<file path="src/hdl/calendar_date_day_offset_top_assert.svh">
// Assertion macros shared by the date offset RTL files
`ifndef CALENDAR_DATE_DAY_OFFSET_TOP_ASSERT_SVH
`define CALENDAR_DATE_DAY_OFFSET_TOP_ASSERT_SVH

// Checked property, quiet while reset is asserted
`define CDO_ASSERT(name, prop, msg) \
  name: assert property (@(posedge clk_i) disable iff (!rst_ni) prop) else $error(msg);

// Checked property that also holds during reset
`define CDO_ASSERT_RST(name, prop, msg) \
  name: assert property (@(posedge clk_i) prop) else $error(msg);

`endif

</file>
<file path="src/hdl/cdo_pkg.sv">
// Types, constants and calendar helper functions for the date offset block
package cdo_pkg;

  // Calendar constants
  localparam logic [4:0] FEB_LEAP_DAYS = 5'd29;
  localparam logic [4:0] FEB_DAYS      = 5'd28;
  localparam logic [4:0] LONG_DAYS     = 5'd31;
  localparam logic [4:0] SHORT_DAYS    = 5'd30;
  localparam logic [3:0] MONTH_JAN     = 4'd1;
  localparam logic [3:0] MONTH_FEB     = 4'd2;
  localparam logic [3:0] MONTH_DEC     = 4'd12;

  // Gregorian cycle used for the leap rule
  localparam int         YEAR_CYCLE    = 400;
  localparam int         CENTURY       = 100;
  localparam logic [8:0] CYCLE_LAST    = 9'(YEAR_CYCLE - 1);

  // Year reduction: start year is 14 bits, 400 << 5 is the top trial value
  localparam int         YEAR_W        = 14;
  localparam logic [2:0] MOD_TOP_SHIFT = 3'd5;

  typedef struct packed {
    logic        mode;
    logic [4:0]  start_day;
    logic [3:0]  start_month;
    logic [13:0] start_year;
    logic [15:0] offset_days;
  } in_t;

  typedef struct packed {
    logic [4:0]  result_day;
    logic [3:0]  result_month;
    logic [13:0] result_year;
    logic        out_of_range;
    logic        bad_input;
  } out_t;

  // Control outcome of one month step
  typedef struct packed {
    logic finish;
    logic year_inc;
    logic year_dec;
  } step_ctl_t;

  // Leap rule from the year modulo 400
  function automatic logic leap_of(input logic [8:0] r);
    logic div4;
    logic cent;
    div4 = (r[1:0] == 2'd0);
    cent = (r == 9'(CENTURY)) || (r == 9'(2 * CENTURY)) || (r == 9'(3 * CENTURY));
    return div4 && !cent;
  endfunction

  // Days in month m; months outside 1..12 read as 31
  function automatic logic [4:0] month_len(input logic [3:0] m, input logic leap);
    logic [4:0] len;
    len = LONG_DAYS;
    case (m) inside
      MONTH_FEB:                   len = leap ? FEB_LEAP_DAYS : FEB_DAYS;
      4'd4, 4'd6, 4'd9, 4'd11:     len = SHORT_DAYS;
      default:                     len = LONG_DAYS;
    endcase
    return len;
  endfunction

endpackage

</file>
<file path="src/hdl/cdo_year_mod.sv">
// Iterative reduction of the start year modulo 400 (restoring, one trial per cycle)
`include "calendar_date_day_offset_top_assert.svh"

module cdo_year_mod (
  input  logic                       clk_i,
  input  logic                       rst_ni,
  input  logic                       go_i,
  input  logic [cdo_pkg::YEAR_W-1:0] year_i,
  output logic                       done_o,
  output logic [8:0]                 rem_o
);

  logic [cdo_pkg::YEAR_W-1:0] rem_q, rem_d;
  logic [2:0]                 cnt_q, cnt_d;
  logic                       run_q, run_d;
  logic                       done_q, done_d;
  logic [cdo_pkg::YEAR_W:0]   trial;

  // Trial subtrahend 400 << cnt
  assign trial = (cdo_pkg::YEAR_W + 1)'(cdo_pkg::YEAR_CYCLE) << cnt_q;

  always_comb begin
    rem_d  = rem_q;
    cnt_d  = cnt_q;
    run_d  = run_q;
    done_d = 1'b0;
    if (go_i) begin
      rem_d = year_i;
      cnt_d = cdo_pkg::MOD_TOP_SHIFT;
      run_d = 1'b1;
    end else if (run_q) begin
      if ({1'b0, rem_q} >= trial) begin
        rem_d = rem_q - cdo_pkg::YEAR_W'(trial);
      end
      if (cnt_q == 3'd0) begin
        run_d  = 1'b0;
        done_d = 1'b1;
      end else begin
        cnt_d = cnt_q - 3'd1;
      end
    end
  end

  always_ff @(posedge clk_i or negedge rst_ni) begin
    if (!rst_ni) begin
      rem_q  <= '0;
      cnt_q  <= '0;
      run_q  <= 1'b0;
      done_q <= 1'b0;
    end else begin
      rem_q  <= rem_d;
      cnt_q  <= cnt_d;
      run_q  <= run_d;
      done_q <= done_d;
    end
  end

  assign done_o = done_q;
  assign rem_o  = rem_q[8:0];

  `CDO_ASSERT(a_rem_reduced, done_q |-> (rem_q < cdo_pkg::YEAR_W'(cdo_pkg::YEAR_CYCLE)), "year remainder not below 400")
  `CDO_ASSERT(a_done_after_run, done_q |-> $past(run_q), "reduction done without running")

endmodule

</file>
<file path="src/hdl/cdo_step.sv">
// One month step of the date walk: shared add/compare/subtract unit
module cdo_step #(
  parameter int OFFSET_BITS = 16
) (
  input  logic                    mode_i,
  input  logic [4:0]              day_i,
  input  logic [3:0]              month_i,
  input  logic [8:0]              rem_i,
  input  logic [OFFSET_BITS-1:0]  n_i,
  output logic [4:0]              day_o,
  output logic [3:0]              month_o,
  output logic [8:0]              rem_o,
  output logic [OFFSET_BITS-1:0]  n_o,
  output cdo_pkg::step_ctl_t      ctl_o
);

  logic [4:0]             len;
  logic [OFFSET_BITS:0]   sum;
  logic [OFFSET_BITS-1:0] day_ext;

  assign len     = cdo_pkg::month_len(month_i, cdo_pkg::leap_of(rem_i));
  assign day_ext = OFFSET_BITS'(day_i);
  assign sum     = {1'b0, n_i} + (OFFSET_BITS + 1)'(day_i);

  always_comb begin
    day_o   = day_i;
    month_o = month_i;
    rem_o   = rem_i;
    n_o     = n_i;
    ctl_o   = '0;
    if (!mode_i) begin
      // Forward: finish inside this month or move to day zero of the next
      if (sum <= (OFFSET_BITS + 1)'(len)) begin
        day_o        = sum[4:0];
        ctl_o.finish = 1'b1;
      end else begin
        n_o   = n_i - OFFSET_BITS'(len - day_i);
        day_o = 5'd0;
        if (month_i == cdo_pkg::MONTH_DEC) begin
          month_o        = cdo_pkg::MONTH_JAN;
          rem_o          = (rem_i == cdo_pkg::CYCLE_LAST) ? 9'd0 : rem_i + 9'd1;
          ctl_o.year_inc = 1'b1;
        end else begin
          month_o = month_i + 4'd1;
        end
      end
    end else begin
      // Backward: finish inside this month or move to the end of the previous
      if (day_ext > n_i) begin
        day_o        = day_i - n_i[4:0];
        ctl_o.finish = 1'b1;
      end else begin
        n_o = n_i - day_ext;
        if (month_i == cdo_pkg::MONTH_JAN) begin
          month_o        = cdo_pkg::MONTH_DEC;
          rem_o          = (rem_i == 9'd0) ? cdo_pkg::CYCLE_LAST : rem_i - 9'd1;
          ctl_o.year_dec = 1'b1;
        end else begin
          month_o = month_i - 4'd1;
        end
        day_o = cdo_pkg::month_len(month_o, cdo_pkg::leap_of(rem_o));
      end
    end
  end

endmodule

</file>
<file path="src/hdl/calendar_date_day_offset_top.sv">
// Gregorian date plus/minus day count: sequencer, walk registers and result register
//
// Usage:
//   Drive in_i and raise start; the transaction is taken at a clock edge where
//   start is high and busy is low. busy stays high until the result is ready.
//   The result appears on result_o for exactly one cycle with done_o high; the
//   receiver must take it in that cycle, there is no back-pressure.
// Operation:
//   The start year is first reduced modulo 400 by repeated trials, then the
//   date is checked, then the walk moves one calendar month per cycle through a
//   single add/compare/subtract unit. One item is in flight at a time; a new
//   start may be given in the cycle done_o is high.
// Flags:
//   bad_input echoes the start date for an invalid date; out_of_range clamps to
//   31 Dec of YEAR_LIMIT or 1 Jan of year 1.
// Reset:
//   rst_ni low clears the sequencer and done_o; busy is low afterwards.
`include "calendar_date_day_offset_top_assert.svh"

module calendar_date_day_offset_top #(
  parameter int OFFSET_BITS = 16,
  parameter int YEAR_LIMIT  = 9999
) (
  input  logic          clk_i,
  input  logic          rst_ni,
  input  logic          start,
  output logic          busy,
  input  cdo_pkg::in_t  in_i,
  output logic          done_o,
  output cdo_pkg::out_t result_o
);

  localparam int YW = $clog2(YEAR_LIMIT + 1);
  localparam int CW = (YW > cdo_pkg::YEAR_W) ? YW : cdo_pkg::YEAR_W;

  typedef enum logic [1:0] {
    ST_IDLE,
    ST_MOD,
    ST_WALK
  } state_e;

  state_e                 state_q, state_d;
  cdo_pkg::in_t           in_q, in_d;
  logic [4:0]             day_q, day_d;
  logic [3:0]             month_q, month_d;
  logic [YW-1:0]          year_q, year_d;
  logic [8:0]             rem_q, rem_d;
  logic [OFFSET_BITS-1:0] n_q, n_d;
  logic                   done_q, done_d;
  cdo_pkg::out_t          res_q, res_d;

  logic                   accept;
  logic                   mod_done;
  logic [8:0]             mod_rem;
  logic                   bad;
  logic [4:0]             st_day;
  logic [3:0]             st_month;
  logic [8:0]             st_rem;
  logic [OFFSET_BITS-1:0] st_n;
  cdo_pkg::step_ctl_t     st_ctl;
  logic                   flags_clash;
  logic                   walk_month_ok;

  assign accept = start && !busy;
  assign busy   = (state_q != ST_IDLE);

  cdo_year_mod u_year_mod (
    .clk_i  (clk_i),
    .rst_ni (rst_ni),
    .go_i   (accept),
    .year_i (in_i.start_year),
    .done_o (mod_done),
    .rem_o  (mod_rem)
  );

  cdo_step #(
    .OFFSET_BITS (OFFSET_BITS)
  ) u_step (
    .mode_i  (in_q.mode),
    .day_i   (day_q),
    .month_i (month_q),
    .rem_i   (rem_q),
    .n_i     (n_q),
    .day_o   (st_day),
    .month_o (st_month),
    .rem_o   (st_rem),
    .n_o     (st_n),
    .ctl_o   (st_ctl)
  );

  // Start date validity, evaluated once the year remainder is known
  assign bad = (in_q.start_day == 5'd0) || (in_q.start_month == 4'd0) ||
               (in_q.start_month > cdo_pkg::MONTH_DEC) ||
               (in_q.start_year == '0) ||
               (CW'(in_q.start_year) > CW'(YEAR_LIMIT)) ||
               (in_q.start_day >
                cdo_pkg::month_len(in_q.start_month, cdo_pkg::leap_of(mod_rem)));

  // Sequencer and walk datapath
  always_comb begin
    state_d = state_q;
    in_d    = in_q;
    day_d   = day_q;
    month_d = month_q;
    year_d  = year_q;
    rem_d   = rem_q;
    n_d     = n_q;
    done_d  = 1'b0;
    res_d   = res_q;
    case (state_q)
      ST_IDLE: begin
        if (accept) begin
          in_d    = in_i;
          state_d = ST_MOD;
        end
      end
      ST_MOD: begin
        if (mod_done) begin
          if (bad) begin
            res_d   = '{result_day: in_q.start_day, result_month: in_q.start_month,
                        result_year: in_q.start_year, out_of_range: 1'b0,
                        bad_input: 1'b1};
            done_d  = 1'b1;
            state_d = ST_IDLE;
          end else begin
            day_d   = in_q.start_day;
            month_d = in_q.start_month;
            year_d  = YW'(in_q.start_year);
            rem_d   = mod_rem;
            n_d     = OFFSET_BITS'(in_q.offset_days);
            state_d = ST_WALK;
          end
        end
      end
      ST_WALK: begin
        if (n_q == '0) begin
          res_d   = '{result_day: day_q, result_month: month_q,
                      result_year: cdo_pkg::YEAR_W'(year_q), out_of_range: 1'b0,
                      bad_input: 1'b0};
          done_d  = 1'b1;
          state_d = ST_IDLE;
        end else if (st_ctl.year_inc && (year_q == YW'(YEAR_LIMIT))) begin
          // Walked past the last supported year
          res_d   = '{result_day: cdo_pkg::LONG_DAYS, result_month: cdo_pkg::MONTH_DEC,
                      result_year: cdo_pkg::YEAR_W'(YEAR_LIMIT), out_of_range: 1'b1,
                      bad_input: 1'b0};
          done_d  = 1'b1;
          state_d = ST_IDLE;
        end else if (st_ctl.year_dec && (year_q == YW'(1))) begin
          // Walked before year one
          res_d   = '{result_day: 5'd1, result_month: cdo_pkg::MONTH_JAN,
                      result_year: cdo_pkg::YEAR_W'(1), out_of_range: 1'b1,
                      bad_input: 1'b0};
          done_d  = 1'b1;
          state_d = ST_IDLE;
        end else if (st_ctl.finish) begin
          res_d   = '{result_day: st_day, result_month: month_q,
                      result_year: cdo_pkg::YEAR_W'(year_q), out_of_range: 1'b0,
                      bad_input: 1'b0};
          done_d  = 1'b1;
          state_d = ST_IDLE;
        end else begin
          day_d   = st_day;
          month_d = st_month;
          rem_d   = st_rem;
          n_d     = st_n;
          if (st_ctl.year_inc) begin
            year_d = year_q + YW'(1);
          end else if (st_ctl.year_dec) begin
            year_d = year_q - YW'(1);
          end
        end
      end
      default: begin
        state_d = ST_IDLE;
      end
    endcase
  end

  // State, walk registers and registered result
  always_ff @(posedge clk_i or negedge rst_ni) begin
    if (!rst_ni) begin
      state_q <= ST_IDLE;
      in_q    <= '0;
      day_q   <= '0;
      month_q <= '0;
      year_q  <= '0;
      rem_q   <= '0;
      n_q     <= '0;
      done_q  <= 1'b0;
      res_q   <= '0;
    end else begin
      state_q <= state_d;
      in_q    <= in_d;
      day_q   <= day_d;
      month_q <= month_d;
      year_q  <= year_d;
      rem_q   <= rem_d;
      n_q     <= n_d;
      done_q  <= done_d;
      res_q   <= res_d;
    end
  end

  assign done_o   = done_q;
  assign result_o = res_q;

  // Terms checked by the assertions below
  assign flags_clash   = result_o.out_of_range && result_o.bad_input;
  assign walk_month_ok = (month_q >= cdo_pkg::MONTH_JAN) && (month_q <= cdo_pkg::MONTH_DEC);

  `CDO_ASSERT_RST(a_reset_quiet, !rst_ni |=> (!busy && !done_o), "busy or done during reset")
  `CDO_ASSERT(a_accept_busy, accept |=> busy, "accepted transaction did not raise busy")
  `CDO_ASSERT(a_single_strobe, done_o |=> !done_o, "result strobe longer than one cycle")
  `CDO_ASSERT(a_flags_exclusive, done_o |-> !flags_clash, "both result flags set")
  `CDO_ASSERT(a_walk_month, (state_q == ST_WALK) |-> walk_month_ok, "walk month out of range")

endmodule

</file>
<file path="config.mk">
export PLATFORM = sky130hd
export DESIGN_NAME = calendar_date_day_offset_top
export DESIGN_NICKNAME = d
export VERILOG_FILES = /design/src/hdl/cdo_pkg.sv /design/src/hdl/cdo_year_mod.sv /design/src/hdl/cdo_step.sv /design/src/hdl/calendar_date_day_offset_top.sv
export VERILOG_INCLUDE_DIRS = /design/src /design/src/hdl
export SDC_FILE = /design/constraint.sdc
export NUM_CORES = 1
export LEC_CHECK = 0
export BUFFER_PORTS_ARGS = -buffer_cell sky130_fd_sc_hd__buf_2
export CAP_MARGIN = 10
export CORE_ASPECT_RATIO = 1.25
export CORE_UTILIZATION = 40
export DETAILED_ROUTE_END_ITERATION = 8
export SLEW_MARGIN = 20
export SYNTH_ARGS = -nofsm -noshare
export SYNTH_HDL_FRONTEND = slang
export SYNTH_SLANG_ARGS = --single-unit
</file>
<file path="constraint.sdc">
create_clock -name clk_i -period 5.4 [get_ports clk_i]
set_input_delay 1.35 -clock clk_i [delete_from_list [all_inputs] [get_ports clk_i]]
set_output_delay 1.35 -clock clk_i [all_outputs]
set_load 0.02 [all_outputs]
</file>
==> impl_results.md, run 1 <==
* Outcome: completed
* Fin. Hold Viols at 0
* Worst EP arrival at 5.26 ns
* Synth warn at 0
* Post-DP HPWL at 23.66 mm
* Rel. slew slack at 35.18%
* Hold_buf cts at 0
* I/O Pins at 70
* Synth-to-Final Area Change at 11.51%
* TritonCTS Buffers at 17
* Largest family of logic cells by synthesized area: simple AND/OR/NAND/NOR gates
* # resized after CTS at 0
* First-pass GRT wire length at 51.48 mm
* H-tree lvl count at 4
* Cell area after synthesis at 10680 µm²
* Peak VDD IR at 425.5 µV
* MaxCap Viol Count at 0
* Cell variety after synth at 91
* RSZ-0062 raised after global routing: no
* Ys flop type: dfrtp_1
* Worst path required time at 5.72 ns
* Least-Margin Pin Slew at 0.9622 ns
* Via count at 9896
* Final count of negative-setup-slack endpoints at 0
* Clock Pin Slew Worst Setup and Hold Paths at 0.07 ns
* CTS tree: built
* Final Cycle Share at 91.52%
* Num rows at 66
* Post-synthesis mux area share at 4.720%
* Syn_nets at 1418
* Pwr dens at 711.4 nW/µm²
* DR WL/cell at 19.18 µm
* Number of port buffers at 69
* DR iter-0 viols at 675
* Synth Area in Compound Gates at 21.90%
* CP endpoint kind: flip-flop
* Number of synthesized flops with an enable pin at 0
* Fin. max-slew vios at 0
* Leak at 5.255 nW
* Pin count of the biggest net entering global routing at 53
* Mean Syn Cell Area at 8.187 µm²
* Post-synthesis adder-cell area fraction at 8.549%
* Nets at 1447
* Number of global-route vias before repair at 9668
* Async SR Flop Fraction at 100.0%
* Gr ovfl total at 0
* GRT Total Usage at 24.28%
* Fill count at 2665
* Synth Area in Simple Gates at 23.67%
* First drt pass iteration count at 5
* Flops & latches, synth at 135
* Core Region at 26100 µm²
* Worst setup SP type: flip-flop
* Vias per inst at 5.866
* Starting Density at 40.94%
* Post-synthesis sequential area ratio at 31.62%
* Die Footprint at 27370 µm²
* Placer Congestion at 0.9082
* Crit Path Class: flip-flop to flip-flop
* Post-Synth XOR/XNOR Area at 3.935%
* Synth top area cells: dfrtp_1, nand2_1, ha_1
* Die span in y at 184.7 µm
* DRT antenna net count at 0
* Antenna cells at 0
* Critical Path Fanout Max at 9
* Post-route DRC at 0
* TNS Setup at 0 ns
* Worst-skew pair later-pin latency at 0.44 ns
* Hold WC Path Type: flip-flop to flip-flop
* Fin crit period at 4.942 ns
* Ratio of cells with drive above 1 in the final layout at 12.55%
* Synth top area share at 31.62%
* Post-synth top area cell: dfrtp_1
* Mapped Cells at 1305
* Initial antenna violation count at 0
* Setup bufs post-CTS at 0
* Root Buffer: clkbuf_16
* Worst Skew at 0.01445 ns
* CTS Sinks at 135
* Die Width at 148.2 µm
* Drt total wl at 32.36 mm
* Fin Hold WS at 0.4755 ns
* Highest clock rate at 202.3 MHz
* Clock buffer depth at 2
==> synth_stat cells, drive strengths merged (18+ instances only) <==
cell type / number
a21oi: 69
buf: 25
clkbuf: 54
dfrtp: 135
ha: 65
inv: 55
mux2: 18
mux2i: 26
nand2: 219
nand3: 30
nor2: 103
nor3: 40
nor4: 24
o21ai: 89
xnor2: 30
xor2: 18
==> sequential cells by signal, summed over array words and instances, names as in the netlist <==
signal	cells
day_q	5
result_o	25
state_q	2
n_q	16
done_o	1
rem_q	9
month_q	4
u_year_mod.done_o	1
u_year_mod.cnt_q	3
u_year_mod.rem_q	14
in_q	40
u_year_mod.run_q	1
year_q	14
==> critical path, stage by stage (launching register included) <==
cell and delay, ns:
dfrtp_2 0.44, inv_1 0.14, or4_1 0.51, a21oi_1 0.15
a31oi_1 0.06, o21ai_0 0.25, a21oi_1 0.10, nor2_1 0.11
o21ai_0 0.12, inv_1 0.10, ha_1 0.18, fa_1 0.21
nand3_1 0.11, xnor2_1 0.15, ha_1 0.34, or3_1 0.38
o21ai_0 0.08, a21oi_1 0.09, a211o_1 0.34, and3_1 0.17
nor4_2 0.31, nor4_2 0.08, mux2i_1 0.15, a211o_1 0.27
==> per-stage QoR <==
step	instances	area (µm²)	setup WS, ns	utilization, %	power (mW)
2_1_floorplan	1305	10680	0.5093	-	5.869
4_1_cts	1687	11890	0.1925	45.58	8.450
5_1_grt	1687	11910	0.03742	45.66	9.159
6_report	1687	11910	0.4577	45.66	8.475
3_3_place_gp	1655	11240	0.4115	43.09	7.036
3_5_place_dp	1655	11240	0.2157	43.09	7.099
==> cells by family after synthesis <==
family,Yosys count
flops,135
simple gates,529
xor+xnor,48
compound gates,344
mux,44
buf+inv,135
fa+ha+maj,70
==> routing by layer <==
| layer | vias up | share of wire, % | track usage (%) |
|---|---|---|---|
| li1 | 4778 | - | - |
| met1 | 4754 | 42 | 28.98 |
| met4 | 0 | 3.4 | 10.47 |
| met3 | 66 | 4.5 | 3.688 |
| met2 | 298 | 50 | 42.99 |
| met5 | - | 0 | 0 |
==> report_power, final <==
part           internal [mW]  switching [mW]
Clock                  0.800           0.511
Sequential              1.49           0.747
Combinational           2.04            2.89
==> cells in the final DEF (no fill, tap or decap), types with 9 or more instances in the layout <==
master,n
nor2_1,102
and3_1,15
o211ai_1,14
inv_1,55
nand2_1,219
nor3_1,35
mux2_4,11
o22ai_1,15
a21oi_1,67
buf_4,20
nand3_1,29
buf_2,68
dfrtp_1,133
xor2_1,18
xnor2_1,30
nand4_1,14
clkbuf_16,17
o21a_1,12
a31oi_1,15
a21boi_0,9
o31ai_1,15
a211oi_1,16
nor2b_1,16
nor3b_1,12
mux2i_1,26
ha_1,64
o21ai_0,86
nor4_1,21
nand2b_1,16
==> path summary, 6_finish.rpt <==
path,slack (ns),cells after the start,endpoint,startpoint
max,0.46,23,n_q[15]$_DFFE_PN0P_,rem_q[2]$_DFFE_PN0P_
min,0.48,2,in_q[1]$_DFFE_PN0P_,in_q[1]$_DFFE_PN0P_
max reg2reg,0.46,23,n_q[15]$_DFFE_PN0P_,rem_q[2]$_DFFE_PN0P_
min reg2reg,0.48,2,in_q[1]$_DFFE_PN0P_,in_q[1]$_DFFE_PN0P_
max in group asynchronous,3.47,2,rem_q[2]$_DFFE_PN0P_,rst_ni
min in group asynchronous,0.89,1,result_o[9]$_DFFE_PN0P_,rst_ni
==> cell type report <==
cell class	count	area [µm²]	area share (%)
Sequential cell	135	3381	28.38
Clock inverter	14	211.5	1.775
Inverter	56	210.2	1.764
Tap cell	340	425.4	3.571
Multi-Input combinational cell	1035	6745	56.62
Timing Repair Buffer	89	501.7	4.211
Clock buffer	18	439.2	3.686
No activity file was read; power rests on OpenSTA's default activity.
==> run 2: changes to the inputs <==
- CORE_UTILIZATION: 40 -> 35
==> run 2 against run 1 <==
  * Utilization shrank 5.8 points
  * Via count grew 0.49%
  * Flip-flop and latch count is the same
  * Register-to-register slack is essentially flat
  * Sequential share of layout area shrank 0.13 points
  * First-iteration DRC count shrank 0.15%
  * Combinational power grew 1%
  * Count of clock-buffer cells in the layout shrank 1
  * Cell count grew 3.9%
  * Total power shrank 0.89%
  * Largest cell class unchanged
  * Largest power group unchanged
  * Highest routed layer unchanged
==> impl_results.md, run 2 (synthesized netlist as in run 1, its figures left out) <==
* Num rows at 71 (+7.6%)
* Post-DP HPWL at 24.04 mm (+1.6%)
* Fill count at 3162 (+19%)
* Core Region at 30030 µm² (+15%)
* Via count at 9944 (+0.49%)
* Vias per inst at 5.676 (-3.2%)
* CP endpoint kind: flip-flop
* Leak at 5.261 nW (+0.12%)
* Design area at 11960 µm² (+0.40%)
* Root Buffer: clkbuf_16
* TritonCTS Buffers at 17 (unchanged)
* Setup bufs post-CTS at 0 (unchanged)
* Register area at 3378 µm² (about the same)
* Critical Path Fanout Max at 6 (-3)
* Max reg flops at 40 (unchanged)
* MaxCap Viol Count at 0 (unchanged)
* Reg2reg end: n_q[15]$_DFFE_PN0P_
* Die Width at 158.3 µm (+6.8%)
* Final Util at 39.84% (-5.8 points)
* RSZ-0062 raised after global routing: no
* Min-delay src: result_o[1]$_DFFE_PN0P_
* Worst setup SP type: flip-flop
* Fin crit period at 4.941 ns (-0.001540 ns)
* Commonest non-fill, non-tap cell in the layout: nand2_1
* Worst Hold Depth at 2 (unchanged)
* GRT Total Usage at 22.12% (-2.2 points)
* Outcome: completed
* H-tree lvl count at 4 (unchanged)
* Number of port buffers at 69 (unchanged)
* Placer Congestion at 0.9162 (+0.88%)
* Worst-skew pair later-pin latency at 0.44 ns (about the same)
* Commonest cells after routing, fill and taps aside: nand2_1, dfrtp_1, nor2_1
* Biggest register: in_q
* Fin. Hold Viols at 0 (unchanged)
* RR Startpoint: rem_q[2]$_DFFE_PN0P_
* Rel. slew slack at 36.82% (+1.6 points)
* Hold WC Path Type: flip-flop to flip-flop
* Fin Hold WS at 0.4747 ns (-0.0008650 ns)
* I/O Pins at 70 (unchanged)
* Worst path required time at 5.73 ns (about the same)
* CTS Sinks at 135 (unchanged)
* Fin. max-slew vios at 0 (unchanged)
* Area of the multi-input gates at 6728 µm² (-0.26%)
* Final Cycle Share at 91.50% (about the same)
* Reg-to-reg setup timing slack at 0.46 ns (about the same)
* Ratio of cells with drive above 1 in the final layout at 12.44% (-0.11 points)
* First-pass GRT wire length at 53.31 mm (+3.6%)
* Synth-to-Final Area Change at 11.96%
* Worst Hold End: result_o[1]$_DFFE_PN0P_
* Gr ovfl total at 0 (unchanged)
* First drt pass iteration count at 5 (unchanged)
* Pin count of the biggest net entering global routing at 62 (+17%)
* Least-Margin Pin Slew at 0.9467 ns (-0.01551 ns)
* Pwr dens at 702.2 nW/µm² (-1.3%)
* Drt total wl at 32.61 mm (+0.77%)
* CTS tree: built
* Worst reg-to-reg path cell count at 21 (-8.7%)
* DR WL/cell at 18.61 µm (-3.0%)
* Number of global-route vias before repair at 9948 (+2.9%)
* Highest clock rate at 202.4 MHz (about the same)
* Post-DP Area at 11360 µm² (+1.1%)
* Worst Skew at 0.01136 ns (-0.003096 ns)
* Starting Density at 35.58% (-5.4 points)
* Die Footprint at 31230 µm² (+14%)
* Final count of negative-setup-slack endpoints at 0 (unchanged)
* Nets at 1451 (+0.28%)
* Worst EP arrival at 5.27 ns (about the same)
* DR iter-0 viols at 674 (-0.15%)
* TNS Setup at 0 ns (unchanged)
* Post-route DRC at 0 (unchanged)
* Crit Path Class: flip-flop to flip-flop
* Clock Pin Slew Worst Setup and Hold Paths at 0.07 ns (about the same)
* DRT antenna net count at 0 (unchanged)
* Initial antenna violation count at 0 (unchanged)
* Antenna cells at 0 (unchanged)
* Die span in y at 197.3 µm (+6.8%)
* Peak VDD IR at 400.4 µV (-5.9%)
* Clock buffer depth at 2 (unchanged)
==> run 2: power by group <==
| part | switching, mW | internal, mW | leakage (nW) |
|---|---|---|---|
| Clock | 0.554 | 0.664 | 0.294 |
| Combinational | 2.93 | 2.05 | 3.28 |
| Sequential | 0.717 | 1.48 | 1.69 |
==> run 2: area by class of cell <==
type / count / area share (%)
multi-input combinational: 1035 / 56.24
timing repair buffer: 93 / 4.550
tap: 401 / 4.195
inverter: 56 / 1.757
sequential: 135 / 28.24
clock buffer: 17 / 3.556
clock inverter: 15 / 1.454
==> run 2: routing by layer <==
metal  vias up  GRT usage, %  wire (µm)  share of wire [%]
li1       4782             -          -                  -
met1      4773         26.39      13370                 41
met2       303         37.87      16390                 50
met3        86         2.808       1332                4.1
met4         0         12.75       1523                4.7
met5         -             0          0                  0
==> run 2: what timing repair did <==
| item | 4_1_cts | 5_1_grt |
|---|---|---|
| hold buffers | 0 | 0 |
| gates resized for setup | 0 | 1 |
| endpoints found under the setup margin | 0 | 1 |
==> run 2: how the worst max path moves through the flow <==
stage                                      to  cells after the start            startpoint
after floorplan           n_q[15]$_DFFE_PN0P_                     24  rem_q[2]$_DFFE_PN0P_
after global placement    n_q[15]$_DFFE_PN0P_                     21  rem_q[2]$_DFFE_PN0P_
after detailed placement  n_q[15]$_DFFE_PN0P_                     21  rem_q[2]$_DFFE_PN0P_
after CTS                 n_q[15]$_DFFE_PN0P_                     21  rem_q[2]$_DFFE_PN0P_
after global routing      n_q[15]$_DFFE_PN0P_                     21  rem_q[2]$_DFFE_PN0P_
final                     n_q[15]$_DFFE_PN0P_                     21  rem_q[2]$_DFFE_PN0P_
==> run 2: critical path, cell delays in order, from the launching register on <==
cell     delay, ns
dfrtp_1       0.35
inv_1         0.10
or4_1         0.51
a21oi_1       0.17
a31oi_1       0.05
o21ai_1       0.22
a21oi_1       0.10
nor2_1        0.08
o21ai_0       0.13
inv_1         0.10
ha_1          0.18
fa_1          0.46
ha_1          0.29
nor2b_1       0.14
o31ai_1       0.37
a21oi_1       0.20
a211o_1       0.36
and3_1        0.16
nor4_1        0.30
nor4_1        0.10
mux2i_1       0.15
a211o_1       0.28
==> run 2: metrics by stage <==
stage                     power, mW  setup WS (ns)  cells
after floorplan               5.869         0.5093   1305
after global placement        7.081         0.4883   1720
after detailed placement      7.145         0.3880   1720
after CTS                     8.415         0.3574   1752
after global routing          9.157        0.07227   1752
final                         8.400         0.4592   1752
